===== config.mk =====
export PLATFORM = sky130hd
export DESIGN_NAME = grpm_front
export DESIGN_NICKNAME = d
export VERILOG_FILES = /design/src/grpm_pkg.sv /design/src/grpm_front.sv
export SDC_FILE = /design/constraint.sdc
export NUM_CORES = 1
export LEC_CHECK = 0
export BUFFER_PORTS_ARGS = -buffer_cell sky130_fd_sc_hd__buf_2
export CAP_MARGIN = 20
export CORE_MARGIN = 2
export CORE_UTILIZATION = 55
export DETAILED_ROUTE_END_ITERATION = 12
export GPL_ROUTABILITY_DRIVEN = 0
export GPL_TIMING_DRIVEN = 0
export PLACE_DENSITY = 0.79
export SETUP_SLACK_MARGIN = 0.02
export SYNTH_ARGS = -nofsm -noshare
export SYNTH_HDL_FRONTEND = slang
export SYNTH_SLANG_ARGS = --single-unit

===== constraint.sdc =====
create_clock -name clock -period 6.9 [get_ports clock]
set_input_delay 1.38 -clock clock [delete_from_list [all_inputs] [get_ports clock]]
set_output_delay 1.38 -clock clock [all_outputs]
set_load 0.005 [all_outputs]

===== src/grpm_pkg.sv =====
// Shared types and constants for the gapped row position mapper.
package grpm_pkg;

   localparam int POS_W  = 16;
   localparam int OFF_W  = 15;
   localparam int GLEN_W = 15;
   localparam int RES_W  = 8;
   localparam int LEN_W  = 16;
   localparam int UNG_W  = 13;

   localparam logic [RES_W-1:0] GAP_CHAR = 8'd45;
   localparam logic [LEN_W-1:0] LEN_MAX  = 16'hFFFF;

   typedef enum logic [1:0] {
      OP_CLEAR   = 2'd0,
      OP_GAP     = 2'd1,
      OP_RESIDUE = 2'd2,
      OP_QUERY   = 2'd3
   } op_type;

   typedef struct packed {
      op_type                    opcode;
      logic signed [POS_W-1:0]   position;
      logic [OFF_W-1:0]          gap_offset;
      logic [GLEN_W-1:0]         gap_length;
      logic [RES_W-1:0]          residue;
   } cmd_type;

   typedef enum logic [2:0] {
      ST_IDLE,
      ST_UPDATE,
      ST_PREP,
      ST_WALK,
      ST_RESIDUE,
      ST_FINISH
   } back_state_type;

   typedef struct packed {
      logic              act;
      logic              gap;
      logic [LEN_W-1:0]  col;
      logic [LEN_W:0]    skip;
   } walker_type;

endpackage


===== src/grpm_front.sv =====
// Input decode and two-entry command queue of the gapped row position mapper.
module grpm_front import grpm_pkg::*; (
   input  logic                     clock,
   input  logic                     reset,
   input  logic                     req_valid,
   output logic                     req_ready,
   input  logic [1:0]               req_opcode,
   input  logic signed [POS_W-1:0]  req_position,
   input  logic [GLEN_W-1:0]        req_gap_length,
   input  logic [RES_W-1:0]         req_residue,
   output logic                     cmd_valid,
   input  logic                     cmd_ready,
   output cmd_type                  cmd
);

   cmd_type     queue_ff [2];
   logic        wr_ptr_ff, wr_ptr_in;
   logic        rd_ptr_ff, rd_ptr_in;
   logic [1:0]  count_ff, count_in;
   logic        push, pop;
   cmd_type     decoded;

   always_comb begin
      decoded.opcode     = op_type'(req_opcode);
      decoded.position   = req_position;
      decoded.gap_offset = req_position[POS_W-1] ? '0 : req_position[OFF_W-1:0];
      decoded.gap_length = req_gap_length;
      decoded.residue    = req_residue;
   end

   assign req_ready = (count_ff != 2'd2);
   assign cmd_valid = (count_ff != 2'd0);
   assign cmd       = queue_ff[rd_ptr_ff];
   assign push      = req_valid && req_ready;
   assign pop       = cmd_valid && cmd_ready;

   always_comb begin
      wr_ptr_in = push ? ~wr_ptr_ff : wr_ptr_ff;
      rd_ptr_in = pop ? ~rd_ptr_ff : rd_ptr_ff;
      count_in  = count_ff;
      if (push && !pop) begin
         count_in = count_ff + 2'd1;
      end else if (pop && !push) begin
         count_in = count_ff - 2'd1;
      end
   end

   always_ff @(posedge clock) begin
      if (reset) begin
         wr_ptr_ff <= 1'b0;
         rd_ptr_ff <= 1'b0;
         count_ff  <= 2'd0;
      end else begin
         wr_ptr_ff <= wr_ptr_in;
         rd_ptr_ff <= rd_ptr_in;
         count_ff  <= count_in;
      end
   end

   always_ff @(posedge clock) begin
      if (push) begin
         queue_ff[wr_ptr_ff] <= decoded;
      end
   end

`ifndef SYNTHESIS
   a_count_bound: assert property (@(posedge clock) disable iff (reset)
      count_ff <= 2'd2) else $error("queue count out of range");
   a_count_up: assert property (@(posedge clock) disable iff (reset)
      (push && !pop) |=> count_ff == $past(count_ff) + 2'd1)
      else $error("queue count did not advance on push");
   a_count_down: assert property (@(posedge clock) disable iff (reset)
      (pop && !push) |=> count_ff == $past(count_ff) - 2'd1)
      else $error("queue count did not drop on pop");
`endif

endmodule


# ---- After elaboration in Yosys (flattened, before gate mapping)
# Memories as Yosys holds them, arrays and structs flattened. A register that Yosys moved wholly into a read port is not among the register bits.
# Index checks and enable logic that the tools add are counted.
dict set report totals {
  wordCells 24
  ram_bits 112
  register_bits 4
  output_inout_bits 58
  in_bits 45
  memories 1
}
dict set report op_classes {
  addsub 2
  mux 7
  reduce_logical 8
  eq_ne 1
  bitwise_logic 2
}
# name depth word_bits rd rd_clocked_by_memory_dff write_ports line
set mem_list {}
lappend mem_list {queue_ff 2 56 1 1 1 grpm_front.sv:16} ;# cmd_type queue_ff [2];
# op count
set op_table {}
lappend op_table {{2-to-1 mux 15 bit} 1}
lappend op_table {{logical AND 1 bit} 4}
lappend op_table {{2-to-1 mux 1 bit} 4}
lappend op_table {{2-to-1 mux 2 bit} 2}
lappend op_table {{nonzero test 2 bit} 2}
lappend op_table {{adder 2 x 1 -> 2 bit, second input constant} 1}
lappend op_table {{logical NOT 1 bit} 2}
lappend op_table {{!= test 2 bit, second input constant} 1}
lappend op_table {{inverter 1 bit} 2}
lappend op_table {{subtractor 2 x 1 -> 2 bit, second input constant} 1}

# ---- Depth between registers and ports, before layout
# Gate-level depths: netlist of the first run.
dict set report depth {
  depth_word 6
  depth_mapped 6
  ltp_nobuf 6
}

# ---- Worst setup path after synthesis of the first run
# No wires, ideal clock.
dict set report synth_path {
  kind {in2reg}
  startpoint {in req_valid}
  endpoint {mem queue_ff[1][0] (netlist name), enable pin}
  required_ps 6480
  path_stages 1
  setup_slack_ps 3726
  n_path_buf 0
  arrival_ps 2754
  setup_ps 420
  path_cell_list {and3_1}
}
dict set report synth_via {
  elab_chain_cells 3
}
# item line
set synth_rtl {}
lappend synth_rtl {{start, declared} grpm_front.sv:5} ;# input logic req_valid,
lappend synth_rtl {{logical AND 1 bit} grpm_front.sv:34} ;# assign push = req_valid && req_ready;
lappend synth_rtl {{2-to-1 mux 1 bit} grpm_front.sv:61} ;# if (push) begin
lappend synth_rtl {{2-to-1 mux 1 bit (not written as such)} grpm_front.sv:62} ;# queue_ff[wr_ptr_ff] <= decoded;
lappend synth_rtl {{end, declared} grpm_front.sv:16}
# No other way between the ends.

==> flow_summary_export.csv, run 1 <==
group,metric,value,unit
worst_setup_path,crit_slowest_cell,"mux2_2",
grt,grt_pass1_vias,2349,
power,seq_power_share,40.7,%
worst_setup_path,ff2ff_setup_slack,4.99,ns
sta,timing.final.crit_share,44.8,%
clocking,insertion_delay,0.50,ns
grt,grt_pass1_wl,11.3,mm
finish,layout_common_cells,"112 x edfxtp_1, 103 x buf_2, 56 x mux2_2",
worst_setup_path,cp_cell_sequence,"buf_4, buf_6, mux2_2, buf_2",
placed_design,pre_cts_slack,4.12,ns
power,powerDensity,397,nW/um^2
clocking,cts.path.max_buffers,2,
outcome,status,"complete, no violations",
synth,synth_cells,214,
worst_setup_path,crit_buf_inv,3,
clocking,cts_htree_levels,4,
worst_setup_path,crit_arrival,1.71,ns
sta,finalHoldViolations,0,
synth,synth_warnings,0,
floorplan,num_rows,32,
sta,rsz0062_at_grt,"no",
power,sw_frac_of_total,23.8,%
worst_setup_path,crit_path_start_kind,"flop",
synth,syn_area_per_cell,20.4,um^2
placed_design,numPortBuffers,102,
grt,antenna_found_initial,0,
grt,track_usage,18.1,%
routing,first_iter_violations,98,
finish,diodes,0,
grt,overflow,0,
synth,synth.distinct_cells,21,
power,power_frac_comb,19.9,%
routing,vias_per_cell,5.01,
power,p_leak,2.14,nW
sta,finalCriticalPeriod,3.09,ns
routing,ant_nets,0,
clocking,cts_buffers,17,
synth,ys_seq_area_share,79.2,%
sta,drv_slew,0,
finish,syn2layout_area_growth,29.7,%
routing,routed_wl,7.37,mm
placed_design,hpwl,4.75,mm
floorplan,io_pins,103,
worst_setup_path,required,5.52,ns
hold_path,hp-class,"reg -> reg",
synth,syn_nets,260,
finish,nFillCells,500,
run,cap_violations,0,
routing,post_drt_wl_per_cell,16.3,um
sta,timing.slew.headroom,55.7,%
power,p_sw,536,uW
worst_setup_path,r2r_end,"queue_ff[0][23]",
worst_setup_path,critPathTopFamily,"buffers and inverters",
floorplan,die_w,93.2,um
synth,syn-cell-area,4370,um^2
worst_setup_path,critPathMaxFanout,10,
sta,setup_viol,0,
clocking,ctsHoldBuffers,0,
worst_setup_path,endpoint,"cmd[35]",
routing,drt_pre_antenna_iters,4,
finish,design_area,5670,um^2
floorplan,dieHeight,93.2,um
clocking,cts_sinks,117,
sta,tightest_slew,0.664,ns
clocking,ctsResizeCount,0,
worst_setup_path,reg2reg_from,"count_ff[0]",
routing,drc,0,
sta,fmax,0.324,GHz
finish,drive_above_1_share,57.4,%
power,clkPwrFrac,39.4,%
finish,multiInputGateArea,845,um^2
placed_design,placed_cell_area,5050,um^2
sta,fin_ws,3.81,ns
power,vdd_drop_max,291,uV
finish,finish.utilization,73.4,%
worst_setup_path,worst_setup_path_end_kind,"output port",
clocking,clkSlewWorstSetupHoldPaths,0.06,ns
finish,nNetsFinal,383,
grt,grt_max_degree,34,
finish,layout_commonest_cell,"edfxtp_1",
power,p_int,1.71,mW
worst_setup_path,cp_num_cells,4,
floorplan,coreArea,7730,um^2
clocking,cts_setup_buffers,0,
synth,ys_ff_latch,117,
worst_setup_path,rr_worst_depth,4,
routing,vias,2265,
floorplan,dieArea,8680,um^2
worst_setup_path,path_class,"reg -> out",
sta,fin_worst_skew,0.00750,ns
clocking,root_buffer,"clkbuf_8",
worst_setup_path,slowest_delay,0.35,ns
clocking,cts_tree,"yes",
sta,timing.setup.tns,0,ns
floorplan,start_util,56.6,%
finish,seq_area,3460,um^2
layer usage:
metal  up-vias  track usage, %  wire (um)
met2        68            31.0       3950
met5         -               0          0
li1       1086               -          -
met1      1103            20.1       2920
met3         8            6.85        426
met4         0            8.09         72
power groups by stage:
stage,registers [mW],clock network [mW],logic (mW)
CTS,0.916,0.907,0.456
detailed placement,0.930,0,0.452
floorplan,0.925,0,0.272
global route,0.924,0.938,0.490
finish,0.916,0.887,0.447
global placement,0.930,0,0.435
how the worst min path moves through the flow:
stage                start  slack [ns]     endpoint  cells past startpoint
2_1_floorplan  count_ff[1]        0.47  count_ff[1]                      2
3_3_place_gp     rd_ptr_ff        0.49    rd_ptr_ff                      2
3_5_place_dp     rd_ptr_ff        0.51    rd_ptr_ff                      2
4_1_cts        count_ff[1]        0.54  count_ff[1]                      2
5_1_grt        count_ff[1]        0.57  count_ff[1]                      2
6_report       count_ff[1]        0.53  count_ff[1]                      2
registers in the layout, summed over array words and instances, names as in the netlist, named ones only:
| register | flops |
|---|---|
| count_ff | 2 |
| rd_ptr_ff | 1 |
| queue_ff | 112 |
| wr_ptr_ff | 1 |
worst reg2reg max path, stage by stage (launching register included):
cell	delay (ns)
dfxtp_1	0.41
nand2b_1	0.22
nand3b_1	0.15
inv_2	0.52
buf_12	0.28
layout make-up:
class	count	area share [%]
Buffer	7	1.08
Clock buffer	17	7.31
Clock inverter	15	3.60
Inverter	1	0.0662
Multi-Input combinational cell	89	14.9
Sequential cell	117	61.1
Tap cell	102	2.25
Timing Repair Buffer	104	9.71
synth_stat cells:
cell type,n,area (um^2)
mux2_2,56,631
nor2_1,3,11.3
and2_1,1,6.26
buf_6,4,45.0
nand3b_1,1,7.51
buf_4,1,7.51
nand2b_1,1,6.26
or2_2,1,6.26
or3_1,1,6.26
edfxtp_1,112,3360
a21bo_2,1,10.0
clkbuf_1,1,3.75
xor2_1,3,26.3
a21oi_1,2,10.0
dfxtp_1,5,100
ha_1,1,12.5
o21ai_0,2,10.0
nor2b_1,15,93.8
and3_1,1,6.26
buf_2,1,5.00
inv_1,1,3.75
per-stage QoR:
step                instances  power, mW  hold slack (ns)
floorplan                 214       1.20            0.471
global placement          418       1.36            0.486
finish                    452       2.25            0.527
CTS                       452       2.28            0.535
detailed placement        420       1.38            0.507
global route              452       2.35            0.575
cells by family (layout without fill, tap and decap cells):
family / count (synthesis) / in the layout / synth area share [%]
flip-flops: 117 / 117 / 79.2
multiplexers: 56 / 56 / 14.4
AND/OR/NAND/NOR: 24 / 24 / 3.29
buffers and inverters: 8 / 144 / 1.49
AO/OA/AOI/OAI: 5 / 5 / 0.687
XOR/XNOR: 3 / 3 / 0.601
adder cells (fa/ha/maj): 1 / 1 / 0.286
Power figures use the tool's default switching activity.
==> run 2: changes to the inputs <==
- ABC_AREA: not set -> 1
- CORE_UTILIZATION: 55 -> 48
- PLACE_DENSITY: 0.79 -> 0.73
- clock period: 6.9 -> 2.7 ns (I/O delays scaled with it)
==> run 2 against run 1 <==
Compared with the run above: total power grew to 2.6 times the previous value; global-route usage shrank 2.9 points; combinational power grew to 2.8 times the previous value; wire length grew 1.1%; non-clock buffer count grew 1; critical endpoint is now cmd[34]; critical path type unchanged; largest cell class unchanged; sequential power grew to 2.6 times the previous value.
==> flow_summary_export.csv, run 2 <==
group,metric,value,unit
grt,overflow,0,
synth,synth_cells,242,
clocking,cts_tree,"yes",
floorplan,dieArea,10300,um^2
clocking,ctsHoldBuffers,0,
sta,rsz0062_at_grt,"no",
sta,finalCriticalPeriod,2.21,ns
placed_design,numPortBuffers,102,
synth,ys_ff_latch,117,
synth,synth_warnings,0,
synth,synth.distinct_cells,14,
clocking,cts_buffers,17,
worst_setup_path,critPathMaxFanout,10,
outcome,status,"complete, no violations",
worst_setup_path,path_class,"reg -> out",
synth,synth_edf_count,112,
routing,ant_nets,0,
grt,grt_pass1_wl,11.3,mm
synth,synth_most_common_cell,"edfxtp_1",
sta,fin_ws,0.493,ns
floorplan,num_rows,35,
routing,post_drt_wl_per_cell,14.7,um
grt,antenna_found_initial,0,
floorplan,die_w,101,um
worst_setup_path,r2r_end,"queue_ff[0][31]",
finish,layout_common_cells,"112 x edfxtp_1, 104 x buf_2, 40 x mux2_4",
hold_path,min_to,"queue_ff[1][13]",
placed_design,pre_cts_slack,0.541,ns
routing,drt_pre_antenna_iters,5,
floorplan,coreArea,9240,um^2
worst_setup_path,reg2reg_from,"count_ff[0]",
sta,drv_slew,0,
sta,fmax,0.453,GHz
sta,tightest_slew,0.927,ns
clocking,root_buffer,"clkbuf_8",
grt,grt_max_degree,31,
floorplan,start_util,49.4,%
clocking,insertion_delay,0.49,ns
synth,syn_area_per_cell,18.9,um^2
routing,drc,0,
power,powerDensity,975,nW/um^2
clocking,clkSlewWorstSetupHoldPaths,0.05,ns
synth,syn_nets,288,
synth,synth_top_area_share,73.7,%
synth,synth_area_leaders,"edfxtp_1 74%, mux2_4 13%, mux2_2 3.9%, dfxtp_1 2.2%, inv_1 1.9%",
sta,timing.setup.tns,0,ns
worst_setup_path,crit_path_start_kind,"flop",
sta,holdWs,0.238,ns
clocking,cts_htree_levels,4,
worst_setup_path,ff2ff_setup_slack,0.70,ns
sta,finalHoldViolations,0,
synth,netlist_top_cells_count,"112 x edfxtp_1, 40 x mux2_4, 23 x inv_1, 22 x nor2_1, 16 x mux2_2",
floorplan,io_pins,103,
finish,reg_top3,"queue_ff: 112 flops, count_ff: 2 flops",
worst_setup_path,required,2.16,ns
sta,setup_viol,0,
grt,grt_pass1_vias,2396,
hold_path,hold_start,"req_gap_length[5]",
hold_path,hp-class,"in -> reg",
worst_setup_path,crit_arrival,1.67,ns
synth,synth_flop_cell,"edfxtp_1",
synth,synth_top_area_cell,"edfxtp_1",
grt,track_usage,15.2,%
sta,fin_worst_skew,0.00817,ns
finish,layout_commonest_cell,"edfxtp_1",
routing,routed_wl,7.45,mm
finish,syn2layout_area_growth,29.2,%
clocking,cts.path.max_buffers,2,
worst_setup_path,worst_setup_path_end_kind,"output port",
synth,async_reset_ff_share,0,%
synth,syn-cell-area,4560,um^2
synth,ys_seq_area_share,75.9,%
power,p_leak,2.38,nW
hold_path,min_path_cells,1,
finish,drive_above_1_share,52.5,%
worst_setup_path,rr_worst_depth,5,
routing,first_iter_violations,57,
run,cap_violations,0,
routing,vias,2384,
power,vdd_drop_max,599,uV
clocking,cts_sinks,117,
floorplan,dieHeight,101,um
clocking,cts_setup_buffers,0,
finish,largest_register_ffs,112,
finish,nNetsFinal,412,
routing,vias_per_cell,4.69,
clocking,ctsResizeCount,0,
placed_design,hpwl,5.02,mm
sta,timing.slew.headroom,38.1,%
finish,largest_register,"queue_ff",
sta,timing.final.crit_share,81.7,%
finish,diodes,0,
[run 2: cell count changes after synthesis, sizes merged, moves of 2 or more]
cell   before  now
nor2        3   22
inv         1   23
nand2       0    9
xor2        3    0
nor2b      15    0
nand3       0    2
[run 2: final cells by class]
type | instances | area [um^2]
sequential | 117 | 3460
fill | 686 | 3350
buffer | 7 | 66.3
multi-input combinational | 95 | 961
inverter | 23 | 86.3
clock inverter | 14 | 160
tap | 129 | 161
clock buffer | 18 | 418
timing repair buffer | 105 | 578
[run 2: power breakdown]
| group | switching, mW | internal [mW] |
|---|---|---|
| Clock | 0.751 | 1.40 |
| Combinational | 0.579 | 0.653 |
| Sequential | 0.0651 | 2.30 |
| Total | 1.40 | 4.35 |
[run 2: cells by family after synthesis]
logic type / Yosys count / synth area share, %
flip-flops: 117 / 75.9
multiplexers: 56 / 17.1
AND/OR/NAND/NOR: 34 / 2.91
buffers and inverters: 30 / 3.35
AO/OA/AOI/OAI: 4 / 0.439
adder cells (fa/ha/maj): 1 / 0.274
[run 2: metal layers]
layer | vias to the layer above | global-route usage [%] | routed length [um]
li1 | 1143 | - | -
met1 | 1167 | 17.1 | 3030
met2 | 69 | 26.5 | 4010
met3 | 5 | 4.83 | 325
met4 | 0 | 6.86 | 80
met5 | - | 0 | 0
[run 2: worst max-delay path: stages, from the launching register on]
cell,delay (ns)
dfxtp_1,0.34
buf_6,0.19
buf_6,0.20
mux2_4,0.32
buf_2,0.13
[run 2: metrics by stage]
step	instances	power, mW	util (%)	area [um^2]
CTS	508	5.82	63.8	5890
floorplan	242	3.18	-	4560
global route	508	6.01	63.8	5890
finish	508	5.74	63.8	5890
global placement	473	3.60	56.6	5230
detailed placement	476	3.66	57.5	5320
[run 2: how the worst max path moves through the flow]
stage               startpoint               to  slack (ns)  depth (start not counted)
finish                    flop          cmd[34]        0.49                          4
global route              flop          cmd[36]        0.40                          4
CTS                       flop          cmd[36]        0.44                          4
detailed placement   req_valid  queue_ff[0][40]        0.54                          4
global placement     req_valid  queue_ff[0][38]       -2.07                          3
floorplan            req_valid   queue_ff[0][0]       -0.75                          2
